[config.mk]
export PLATFORM = sky130hd
export DESIGN_NAME = rrj_front
export DESIGN_NICKNAME = d
export VERILOG_FILES = /design/src/rtl/reprojection_residual_jacobian_core_assert.svh /design/src/rtl/rrj_pkg.sv /design/src/rtl/rrj_front.sv
export SDC_FILE = /design/constraint.sdc
export NUM_CORES = 1
export LEC_CHECK = 0
export BUFFER_PORTS_ARGS = -buffer_cell sky130_fd_sc_hd__buf_2
export CAP_MARGIN = 20
export CORE_AREA = 2 2 318 320
export CTS_CLUSTER_SIZE = 14
export DETAILED_ROUTE_END_ITERATION = 10
export DIE_AREA = 0 0 320 322
export GPL_TIMING_DRIVEN = 0
export HOLD_SLACK_MARGIN = 0.12
export PLACE_DENSITY = 0.77
export SYNTH_ARGS = -nofsm -noshare
export SYNTH_HDL_FRONTEND = slang
export SYNTH_SLANG_ARGS = --single-unit
[constraint.sdc]
create_clock -name clk_i -period 17 [get_ports clk_i]
set_input_delay 2.55 -clock clk_i [delete_from_list [all_inputs] [get_ports clk_i]]
set_output_delay 2.55 -clock clk_i [all_outputs]
set_load 0.02 [all_outputs]
[src/rtl/reprojection_residual_jacobian_core_assert.svh]
// Assertion macros used by the core's back sequencer
`ifndef REPROJECTION_RESIDUAL_JACOBIAN_CORE_ASSERT_SVH
`define REPROJECTION_RESIDUAL_JACOBIAN_CORE_ASSERT_SVH
`ifndef SYNTHESIS
`define RRJ_ASSERT_IMP(lbl, ante, cons) \
  lbl: assert property (@(posedge clk_i) disable iff (!rst_ni) (ante) |-> (cons)) \
    else $error("rrj assertion failed");
`define RRJ_ASSERT_NXT(lbl, ante, cons) \
  lbl: assert property (@(posedge clk_i) disable iff (!rst_ni) (ante) |=> (cons)) \
    else $error("rrj assertion failed");
`else
`define RRJ_ASSERT_IMP(lbl, ante, cons)
`define RRJ_ASSERT_NXT(lbl, ante, cons)
`endif
`endif

[src/rtl/rrj_pkg.sv]
package rrj_pkg;

  localparam int CAM_COUNT     = 2;
  localparam int FRAC_BITS     = 16;
  localparam int WORDS_PER_CAM = 12;
  localparam int CAM_W         = (CAM_COUNT > 1) ? $clog2(CAM_COUNT) : 1;
  localparam int DIV_W         = 32 + FRAC_BITS;
  localparam int DIV_CNT_W     = $clog2(DIV_W + 1);
  localparam int Q_DEPTH       = 2;
  localparam int Q_PTR_W       = $clog2(Q_DEPTH);

  typedef logic signed [31:0] word_t;

  localparam word_t Q_ONE = word_t'(1 << FRAC_BITS);

  typedef struct packed {
    logic        kind;
    logic [3:0]  camera;
    logic [3:0]  entry;
    word_t       word_value;
    word_t       point_x;
    word_t       point_y;
    word_t       point_z;
    word_t       point_w;
    word_t       obs_u;
    word_t       obs_v;
  } in_req_t;

  typedef struct packed {
    word_t residual;
    word_t jac_point_x;
    word_t jac_point_y;
    word_t jac_point_z;
    word_t jac_rot_x;
    word_t jac_rot_y;
    word_t jac_rot_z;
    word_t jac_trans_x;
    word_t jac_trans_y;
    word_t jac_trans_z;
    logic  degenerate;
    logic  last;
  } out_req_t;

  typedef struct packed {
    logic                           cam_nz;
    logic                           degen;
    word_t [WORDS_PER_CAM-1:0]      mat;
    word_t [3:0]                    pt;
    word_t [1:0]                    obs;
  } job_t;

  function automatic word_t sat32(input logic signed [63:0] v);
    if (v > 64'sd2147483647) begin
      return 32'sh7fffffff;
    end else if (v < -64'sd2147483648) begin
      return 32'sh80000000;
    end
    return v[31:0];
  endfunction

  function automatic word_t neg32(input word_t x);
    return sat32(-(64'(x)));
  endfunction

  function automatic word_t qmul_fin(input logic signed [63:0] p);
    return sat32(p >>> FRAC_BITS);
  endfunction

endpackage

[src/rtl/rrj_front.sv]
module rrj_front (
  input  logic             clk_i,
  input  logic             rst_ni,
  input  logic             in_valid_i,
  output logic             in_stall_o,
  input  rrj_pkg::in_req_t in_req_i,
  output logic             push_o,
  output rrj_pkg::job_t    job_o,
  input  logic             full_i
);
  import rrj_pkg::*;

  word_t [WORDS_PER_CAM-1:0] cam_mem [CAM_COUNT];
  word_t [WORDS_PER_CAM-1:0] row_q;
  word_t [3:0]               pt_q;
  word_t [1:0]               obs_q;
  logic                      cam_nz_q, degen_q;
  logic                      valid_q, valid_d;

  logic             in_fire, cam_ok, entry_ok;
  logic [CAM_W-1:0] cam_idx;

  assign in_stall_o = valid_q && full_i;
  assign in_fire    = in_valid_i && !in_stall_o;
  assign cam_ok     = 5'(in_req_i.camera) < 5'(CAM_COUNT);
  assign entry_ok   = in_req_i.entry < 4'(WORDS_PER_CAM);
  assign cam_idx    = in_req_i.camera[CAM_W-1:0];
  assign push_o     = valid_q && !full_i;
  assign valid_d    = (valid_q && full_i) || (in_fire && in_req_i.kind);

  always_ff @(posedge clk_i or negedge rst_ni) begin
    if (!rst_ni) begin
      valid_q <= 1'b0;
    end else begin
      valid_q <= valid_d;
    end
  end

  always_ff @(posedge clk_i) begin
    if (in_fire && !in_req_i.kind && cam_ok && entry_ok) begin
      cam_mem[cam_idx][in_req_i.entry] <= in_req_i.word_value;
    end
  end

  always_ff @(posedge clk_i) begin
    if (in_fire && in_req_i.kind) begin
      row_q    <= cam_mem[cam_idx];
      pt_q     <= {in_req_i.point_w, in_req_i.point_z, in_req_i.point_y, in_req_i.point_x};
      obs_q    <= {in_req_i.obs_v, in_req_i.obs_u};
      cam_nz_q <= in_req_i.camera != '0;
      degen_q  <= !cam_ok || (in_req_i.point_w == '0);
    end
  end

  always_comb begin
    job_o        = '0;
    job_o.cam_nz = cam_nz_q;
    job_o.degen  = degen_q;
    job_o.mat    = row_q;
    job_o.pt     = pt_q;
    job_o.obs    = obs_q;
  end

endmodule

==> results.cfg <==
[finish]
final_nets = 3090
final-instance-count-excl-fill = 4266
syn2layout_area_growth_pct = 24.72
final-seq-area_sq_um = 40440
final_common_cell = edfxtp_1
layout_common_cells = 1346 x edfxtp_1, 828 x buf_2, 384 x mux2_2
multiInputGateArea_sq_um = 4840
drive_above_1_share_pct = 51.47
fill_cells = 7164

[clock_tree]
holdBufCountCts = 0
ctsResizeCount = 0
clock_latency_ns = 0.74
clock-sinks = 1347
clkTransAtPathRegs_ns = 0.06
htree_num_levels = 4
cts_buffers = 136
cts.root.buffer_cell = clkbuf_16
clockBufferDepth = 3
postCtsSetupBuffers = 0
tritoncts = built

[worst_setup_path]
required_ns = 14.45
cp-start-kind = input port
cp_max_fo = 3
reg2reg_depth = 5
crit_arrival_ns = 2.97
worst_setup_path_end_kind = output port
timing_worst_setup_path_type = in -> out

[power_and_ir_drop]
finalPower_mw = 6.963
switchingPower_mw = 1.479
p_per_area_nw_per_um2 = 122.8
p_clk_share_pct = 41.7
combPwrFrac_pct = 4.7
swShare_pct = 21.24
power_leakage_nw = 19.94
seq_power_share_pct = 53.7
irDropWorstVdd_v = 0.0001003
p_int_mw = 5.484

[synth]
yosysSeqAreaShare_pct = 88.94
ys_ff_latch = 1347
netlist_instances = 1837
ys_types = 29
syn_area_per_cell_sq_um = 24.75
synth.cell_area_sq_um = 45470
synth_warnings = 0
syn-num-nets = 2074

[route]
wl_per_cell_microns = 27.09
via_count = 22030
routed_via_density = 5.163
drcViolationCount = 0
drt-pass1-iter-count = 5
drtAntennaViolNets = 0
drt_iter0_drc = 2035
totalWireLength_mm = 115.6

[global_route]
overflow = 0
grt_use_total_pct = 21.89
grt_max_degree = 76
grt_pass1_wl_mm = 157.9
grt_pass1_vias = 22050
antenna_found_initial = 15

[die]
die_area_sq_um = 103000
die_w_microns = 320
initial_utilization_pct = 45.67
std_cell_rows = 116
fp.dieH_microns = 322
io_pins = 817
core_sq_um = 99570

[sta]
whs_ns = 0.5170
fin_ws_ns = 11.48
timing.slew.headroom_pct = 35.36
setup_viol = 0
min_period_ns = 5.520
hold_viol = 0
fin_crit_sh_pct = 32.47
drv_slew = 0
setup-tns-final_ns = 0
clock_skew_ns = 0.03055
clock.fmax_ghz = 0.1812
worstMarginPinSlew_ns = 0.9643
rsz0062_at_grt = false

[placement]
routabilityCongestion = 0.8204
dp.cells = 4013
pre_cts_ws_ns = 11.49
hpwl_mm = 77.27
io_buffers = 815

[hold_path]
hold_depth = 1
hp-class = reg -> reg

[run]
drv_cap = 0

[outcome]
status = finished, final reports clean
## sequential cells by signal (all words and copies together), names as in the netlist
register	flops
cam_mem	768
cam_nz_q	1
degen_q	1
job_o	576
valid_q	1
## worst max-delay path: stages
cell	delay [ns]
buf_2	0.12
nor2b_1	0.12
buf_2	0.18
## path summary, 6_finish.rpt
check	startpoint	to	slack, ns
worst max-delay path	full_i	push_o	11.48
worst min-delay path	cam_mem[0][340]$_DFFE_PP_	job_o[532]$_DFFE_PP_	0.52
worst max register to register	valid_q$_DFF_PN0_	job_o[256]$_DFFE_PP_	13.83
worst min register to register	cam_mem[0][340]$_DFFE_PP_	job_o[532]$_DFFE_PP_	0.52
max in group asynchronous	rst_ni	valid_q$_DFF_PN0_	15.33
min in group asynchronous	rst_ni	valid_q$_DFF_PN0_	1.58
## through the flow
| stage | util [%] | instance area, sq um |
|---|---|---|
| after floorplan | - | 45480 |
| after global placement | 51.40 | 51180 |
| after detailed placement | 52.59 | 52370 |
| after CTS | 56.93 | 56680 |
| after global routing | 56.94 | 56690 |
| final | 56.96 | 56720 |
## area by class of cell
type	instances	area share, %
Inverter	1	0.006618
Clock inverter	68	1.262
Timing Repair Buffer	878	9.025
Tap cell	1298	2.864
Clock buffer	172	6.351
Sequential cell	1347	71.31
Multi-Input combinational cell	440	8.533
Buffer	49	0.5912
Antenna cell	13	0.05736
## power groups by stage
| stage | registers, mW | logic (mW) | clock network (mW) |
|---|---|---|---|
| after floorplan | 3.90 | 0.0807 | 0 |
| after global placement | 3.84 | 0.314 | 0 |
| after detailed placement | 3.81 | 0.330 | 0 |
| after CTS | 3.74 | 0.331 | 2.94 |
| after global routing | 3.74 | 0.343 | 3.06 |
| final | 3.74 | 0.326 | 2.90 |
## layer usage
layer / up-vias / global-route usage (%) / routed length (microns)
li1: 9458 / - / -
met1: 11360 / 26.22 / 42920
met2: 1017 / 37.73 / 59370
met3: 185 / 6.571 / 10050
met4: 6 / 7.501 / 3176
met5: - / 0 / 41
## synthesized netlist by cell type (all sizes together)
| master | instances | area (sq um) |
|---|---|---|
| nor2b | 2 | 12.51 |
| edfxtp | 1346 | 40420 |
| mux2 | 384 | 4324 |
| nor2 | 9 | 33.78 |
| o21ai | 1 | 5.000 |
| buf | 48 | 331.6 |
| nor4 | 8 | 50.05 |
| a21boi | 1 | 11.26 |
| dfrtp | 1 | 25.02 |
| or3 | 1 | 11.26 |
| nand2 | 2 | 7.510 |
| nand3 | 1 | 5.000 |
| nand2b | 2 | 12.51 |
| nand3b | 4 | 42.54 |
| or2 | 2 | 12.51 |
| clkbuf | 1 | 3.750 |
| inv | 1 | 3.750 |
| nand4b | 1 | 8.760 |
| and2 | 1 | 6.260 |
| nand4 | 2 | 12.51 |
| or3b | 2 | 20.02 |
| nor3 | 17 | 116.4 |
## kinds of logic after synthesis
family | after synthesis | share of synthesized area [%]
multiplexers | 384 | 9.509
buffers and inverters | 50 | 0.7456
flip-flops | 1347 | 88.94
AND/OR/NAND/NOR | 54 | 0.7732
AO/OA/AOI/OAI | 2 | 0.03576
(Power assumes the default switching activity.)
