==> config.mk <==
export PLATFORM = sky130hd
export DESIGN_NAME = rrj_queue
export DESIGN_NICKNAME = d
export VERILOG_FILES = /design/src/rtl/reprojection_residual_jacobian_core_assert.svh /design/src/rtl/rrj_pkg.sv /design/src/rtl/rrj_queue.sv
export SDC_FILE = /design/constraint.sdc
export NUM_CORES = 1
export LEC_CHECK = 0
export ABC_AREA = 1
export BUFFER_PORTS_ARGS = -buffer_cell sky130_fd_sc_hd__buf_2
export CAP_MARGIN = 25
export CORE_AREA = 2 2 452 454
export CTS_BUF_LIST = sky130_fd_sc_hd__clkbuf_4
export DETAILED_ROUTE_END_ITERATION = 7
export DIE_AREA = 0 0 454 456
export PLACE_DENSITY_LB_ADDON = 0.25
export SYNTH_ARGS = -nofsm -noshare
export SYNTH_HDL_FRONTEND = slang
export SYNTH_SLANG_ARGS = --single-unit
==> constraint.sdc <==
create_clock -name clk_i -period 25.8 [get_ports clk_i]
set_clock_uncertainty 0.05 [all_clocks]
set_input_delay 3.87 -clock clk_i [delete_from_list [all_inputs] [get_ports clk_i]]
set_output_delay 3.87 -clock clk_i [all_outputs]
set_load 0.01 [all_outputs]
==> src/rtl/reprojection_residual_jacobian_core_assert.svh <==
// Assertion macros used by the core's back sequencer
`ifndef REPROJECTION_RESIDUAL_JACOBIAN_CORE_ASSERT_SVH
`define REPROJECTION_RESIDUAL_JACOBIAN_CORE_ASSERT_SVH
`ifndef SYNTHESIS
`define RRJ_ASSERT_IMP(lbl, ante, cons) \
  lbl: assert property (@(posedge clk_i) disable iff (!rst_ni) (ante) |-> (cons)) \
    else $error("rrj assertion failed");
`define RRJ_ASSERT_NXT(lbl, ante, cons) \
  lbl: assert property (@(posedge clk_i) disable iff (!rst_ni) (ante) |=> (cons)) \
    else $error("rrj assertion failed");
`else
`define RRJ_ASSERT_IMP(lbl, ante, cons)
`define RRJ_ASSERT_NXT(lbl, ante, cons)
`endif
`endif

==> src/rtl/rrj_pkg.sv <==
package rrj_pkg;

  localparam int CAM_COUNT     = 2;
  localparam int FRAC_BITS     = 16;
  localparam int WORDS_PER_CAM = 12;
  localparam int CAM_W         = (CAM_COUNT > 1) ? $clog2(CAM_COUNT) : 1;
  localparam int DIV_W         = 32 + FRAC_BITS;
  localparam int DIV_CNT_W     = $clog2(DIV_W + 1);
  localparam int Q_DEPTH       = 2;
  localparam int Q_PTR_W       = $clog2(Q_DEPTH);

  typedef logic signed [31:0] word_t;

  localparam word_t Q_ONE = word_t'(1 << FRAC_BITS);

  typedef struct packed {
    logic        kind;
    logic [3:0]  camera;
    logic [3:0]  entry;
    word_t       word_value;
    word_t       point_x;
    word_t       point_y;
    word_t       point_z;
    word_t       point_w;
    word_t       obs_u;
    word_t       obs_v;
  } in_req_t;

  typedef struct packed {
    word_t residual;
    word_t jac_point_x;
    word_t jac_point_y;
    word_t jac_point_z;
    word_t jac_rot_x;
    word_t jac_rot_y;
    word_t jac_rot_z;
    word_t jac_trans_x;
    word_t jac_trans_y;
    word_t jac_trans_z;
    logic  degenerate;
    logic  last;
  } out_req_t;

  typedef struct packed {
    logic                           cam_nz;
    logic                           degen;
    word_t [WORDS_PER_CAM-1:0]      mat;
    word_t [3:0]                    pt;
    word_t [1:0]                    obs;
  } job_t;

  function automatic word_t sat32(input logic signed [63:0] v);
    if (v > 64'sd2147483647) begin
      return 32'sh7fffffff;
    end else if (v < -64'sd2147483648) begin
      return 32'sh80000000;
    end
    return v[31:0];
  endfunction

  function automatic word_t neg32(input word_t x);
    return sat32(-(64'(x)));
  endfunction

  function automatic word_t qmul_fin(input logic signed [63:0] p);
    return sat32(p >>> FRAC_BITS);
  endfunction

endpackage

==> src/rtl/rrj_queue.sv <==
module rrj_queue (
  input  logic          clk_i,
  input  logic          rst_ni,
  input  logic          push_i,
  input  rrj_pkg::job_t data_i,
  output logic          full_o,
  input  logic          pop_i,
  output logic          valid_o,
  output rrj_pkg::job_t data_o
);
  import rrj_pkg::*;

  job_t               mem_q [Q_DEPTH];
  logic [Q_PTR_W-1:0] wptr_q, rptr_q;
  logic [Q_PTR_W:0]   cnt_q;

  assign full_o  = cnt_q == (Q_PTR_W+1)'(Q_DEPTH);
  assign valid_o = cnt_q != '0;
  assign data_o  = mem_q[rptr_q];

  always_ff @(posedge clk_i or negedge rst_ni) begin
    if (!rst_ni) begin
      wptr_q <= '0;
      rptr_q <= '0;
      cnt_q  <= '0;
    end else begin
      if (push_i) begin
        wptr_q <= wptr_q + 1'b1;
      end
      if (pop_i) begin
        rptr_q <= rptr_q + 1'b1;
      end
      if (push_i && !pop_i) begin
        cnt_q <= cnt_q + 1'b1;
      end else if (!push_i && pop_i) begin
        cnt_q <= cnt_q - 1'b1;
      end
    end
  end

  always_ff @(posedge clk_i) begin
    if (push_i) begin
      mem_q[wptr_q] <= data_i;
    end
  end

endmodule

==> flow_summary.rst <==
.. list-table::
   :header-rows: 1

   * - Metric
     - Value
   * - Cell at the root of the clock tree
     - sky130_fd_sc_hd__clkbuf_4
   * - Max_slew headroom
     - 0.308
   * - Total number of H-tree levels
     - 5
   * - Cells after Synth
     - 1823
   * - Slowest stage delay, CP
     - 940 ps
   * - Y dimension of the die
     - 456 um
   * - CP endpoint
     - data_o[146]
   * - Cells traversed along the worst timing path
     - buf_4, buf_4, buf_16, buf_4, buf_4, mux2_2, buf_2
   * - Top cells by count, synth
     - sky130_fd_sc_hd__edfxtp_1 (1156), sky130_fd_sc_hd__mux2_2 (578), sky130_fd_sc_hd__buf_6 (44)
   * - Routed vias
     - 24400
   * - Worst-case reg-to-reg path depth
     - 7
   * - Final weighted congestion of routability-driven global placement
     - 0.935
   * - Worst R2R Start
     - wptr_q$_DFFE_PN0P_
   * - Drt first-iter violations
     - 1688
   * - Total Wirelength
     - 151000 um
   * - Pwr per Cell Area
     - 112 nW/um^2
   * - Critical path endpoint category
     - output port
   * - Die X
     - 454 um
   * - Peak ir drop on the vdd network
     - 0.0485 mV
   * - Bufs on Longest Clock Path
     - 4
   * - First-pass GRT wire length
     - 201000 um
   * - Setup TNS
     - 0 ps
   * - Final period utilization
     - 0.373
   * - Number of cells upsized or downsized after cts
     - 0
   * - Routed Antenna Nets
     - 0
   * - CTS Hold Buffers Added
     - 0
   * - Syn_nets
     - 2406
   * - Arrival @ worst endpoint
     - 5710 ps
   * - Total congestion overflow after global routing
     - 0
   * - Overall track demand over capacity in global routing
     - 0.140
   * - Unique cell type count in the Yosys netlist
     - 14
   * - Skew-Pair Late Insertion Delay
     - 1200 ps
   * - Total number of yosys warnings
     - 0
   * - Most used flip-flop cell after synthesis
     - sky130_fd_sc_hd__edfxtp_1
   * - Number of global-route vias before repair
     - 25400
   * - Initial core utilization
     - 0.208
   * - Clock slew seen by the registers of the worst setup and hold paths
     - 60 ps
   * - Endpoints failing hold
     - 0
   * - Setup repair after global routing missed its margin
     - false
   * - Data required time of the critical path
     - 21880 ps
   * - Cell at the slowest stage of the critical path
     - sky130_fd_sc_hd__dfrtp_4
   * - Hold Path Class
     - reg -> reg
   * - Final HPWL DP
     - 112000 um
   * - MaxCap Viol Count
     - 0
   * - Clock tree from TritonCTS
     - done
   * - Post-synth EDFFs
     - 1156
   * - Num CTS Buffers
     - 346
   * - Dominant cell by count in the synthesized netlist
     - sky130_fd_sc_hd__edfxtp_1
   * - Standby leakage power
     - 0.0206 uW
   * - Cell taking the most area after synthesis
     - sky130_fd_sc_hd__edfxtp_1
   * - Sinks on the clock net
     - 1160
   * - Share of post-route cells with drive strength above 1
     - 0.656
   * - Average wire per standard cell
     - 24.2 um
   * - Max frequency
     - 104 MHz
   * - Via/cell ratio
     - 3.90
   * - Synthesized area per cell
     - 23.1 sq um
   * - Clock period minus worst slack
     - 9630 ps
   * - Category of the critical setup timing path
     - reg -> out
   * - FF-to-FF setup slack
     - 20270 ps
   * - Async S/R FF share, synth
     - 0.00345
   * - Port Buffer Count
     - 1161
   * - Number of synthesized register bits
     - 1160
   * - Count of fill cells added during filler insertion
     - 20700
   * - Final Setup Violations
     - 0
   * - Capture point of the worst reg-to-reg path
     - mem_q[1][251]$_DFFE_PP_
   * - Core region area
     - 202000 sq um
   * - Top post-synthesis cells by area
     - sky130_fd_sc_hd__edfxtp_1 (83%), sky130_fd_sc_hd__mux2_2 (15%), sky130_fd_sc_hd__buf_6 (1.2%)
   * - Start point of the critical path
     - rptr_q$_DFFE_PN0P_
   * - Critical path buffer and inverter count
     - 6
   * - Largest net degree at the start of global routing
     - 141
   * - Worst Max-Slew Pin Slew
     - 1040 ps
   * - Post-synthesis instance area
     - 42000 sq um
   * - Placement Rows
     - 165
   * - Number of antenna violations at the first check in global routing
     - 95
   * - Number of buffers added for setup after CTS
     - 0
   * - Top cell family by delay on the critical path
     - buffers and inverters
   * - Max FO, Critical Path
     - 68
   * - Kind of launch point of the worst setup path
     - flip-flop
   * - Seq/Total Area, Yosys
     - 0.828
   * - Area share of the largest cell type after synthesis
     - 0.826
   * - Final Hold Slack
     - 428 ps
   * - Remaining routing DRC violations
     - 0
   * - PnR worst setup slack
     - 16170 ps
   * - Area growth from synthesis to layout
     - 31.6%
   * - Number of nets in the finished design
     - 3880
   * - Library cell appearing most often on the critical path
     - sky130_fd_sc_hd__buf_4
   * - I/O Pins
     - 1162
   * - Count of TritonRoute iterations in the first routing pass
     - 5
   * - Final Max Slew Viols
     - 0
   * - Outcome
     - finished, final reports clean
   * - Setup slack after placement
     - 16580 ps
   * - Number of cells on the critical path
     - 7
   * - Floorplan die area
     - 207000 sq um
[stage by stage]
stage	total power [uW]	cells	util	area, sq um
after floorplan	3880	1823	-	42000
after global placement	4500	5618	0.252	50800
after detailed placement	4510	5621	0.252	50900
after CTS	6310	6216	0.274	55200
after global routing	6500	6234	0.274	55300
final	6170	6244	0.274	55300
[metal layers]
metal / vias to the layer above / routed length (um) / GRT usage
met2: 1215 / 74900 / 0.236
met1: 12200 / 57500 / 0.157
met5: - / 220 / 0
met3: 383 / 13800 / 0.0581
li1: 10500 / - / -
met4: 38 / 4720 / 0.0544
[worst min path at each step]
| stage | startpoint | end | slack, ps | cells past startpoint |
|---|---|---|---|---|
| 2_1_floorplan | cnt_q[1]$_DFFE_PN0P_ | cnt_q[1]$_DFFE_PN0P_ | 390 | 2 |
| 3_5_place_dp | cnt_q[1]$_DFFE_PN0P_ | cnt_q[1]$_DFFE_PN0P_ | 410 | 2 |
| 3_3_place_gp | cnt_q[1]$_DFFE_PN0P_ | cnt_q[1]$_DFFE_PN0P_ | 410 | 2 |
| 5_1_grt | cnt_q[1]$_DFFE_PN0P_ | cnt_q[1]$_DFFE_PN0P_ | 470 | 2 |
| 4_1_cts | cnt_q[1]$_DFFE_PN0P_ | cnt_q[1]$_DFFE_PN0P_ | 430 | 2 |
| 6_report | cnt_q[1]$_DFFE_PN0P_ | cnt_q[1]$_DFFE_PN0P_ | 430 | 2 |
[worst register-to-register path: cells and delay by family, from the launching register on]
family	cells	cell delay [ps]
buffers and inverters	6	4400
DFF	1	420
and+or+nand+nor	1	160
[placed cells by master, fill, tap and decap left out]
| cell | Yosys | final |
|---|---|---|
| sky130_fd_sc_hd__nand3_1 | 1 | 1 |
| sky130_fd_sc_hd__xor2_1 | 2 | 2 |
| sky130_fd_sc_hd__clkinvlp_4 | 0 | 3 |
| sky130_fd_sc_hd__xnor2_1 | 1 | 1 |
| sky130_fd_sc_hd__inv_2 | 0 | 7 |
| sky130_fd_sc_hd__buf_2 | 19 | 1161 |
| sky130_fd_sc_hd__dfrtp_1 | 4 | 3 |
| sky130_fd_sc_hd__nor2_4 | 0 | 1 |
| sky130_fd_sc_hd__nand2_1 | 6 | 6 |
| sky130_fd_sc_hd__clkbuf_4 | 0 | 526 |
| sky130_fd_sc_hd__nor2_1 | 2 | 1 |
| sky130_fd_sc_hd__nand4_1 | 1 | 1 |
| sky130_fd_sc_hd__inv_8 | 0 | 1 |
| sky130_fd_sc_hd__diode_2 | 0 | 28 |
| sky130_fd_sc_hd__inv_1 | 7 | 6 |
| sky130_fd_sc_hd__edfxtp_1 | 1156 | 1156 |
| sky130_fd_sc_hd__dfrtp_4 | 0 | 1 |
| sky130_fd_sc_hd__bufinv_16 | 0 | 3 |
| sky130_fd_sc_hd__buf_16 | 0 | 3 |
| sky130_fd_sc_hd__clkinv_1 | 0 | 41 |
| sky130_fd_sc_hd__buf_12 | 0 | 2 |
| sky130_fd_sc_hd__ha_1 | 1 | 1 |
| sky130_fd_sc_hd__clkinv_2 | 0 | 15 |
| sky130_fd_sc_hd__buf_4 | 1 | 24 |
| sky130_fd_sc_hd__mux2_2 | 578 | 578 |
[logic make-up after synthesis]
| logic type | after synthesis | synth area share |
|---|---|---|
| muxes | 578 | 0.155 |
| buffers and inverters | 71 | 0.0149 |
| xor gates and xnor gates | 3 | 0.000625 |
| DFF | 1160 | 0.828 |
| and+or+nand+nor | 10 | 0.000982 |
| adders and majority gates | 1 | 0.000298 |
[cell type report]
cell class	count	area [sq um]	area share
antenna	28	70.1	0.00127
clock buffer	526	3950	0.0714
clock inverter	69	368	0.00665
inverter	7	33.8	0.000611
multi-input combinational	592	6600	0.119
sequential	1160	34800	0.630
tap	2672	3340	0.0605
timing repair buffer	1190	6110	0.111
[sequential cells by signal (all words and copies together) (netlist names)]
| signal | cells |
|---|---|
| mem_q | 1156 |
| cnt_q | 2 |
| rptr_q | 1 |
| wptr_q | 1 |
[report_power, final]
group,leakage [uW],switching (uW),internal [uW]
Sequential,0.0109,111,2500
Clock,0.00262,794,952
Combinational,0.00709,1080,726
(Power assumes the default switching activity.)
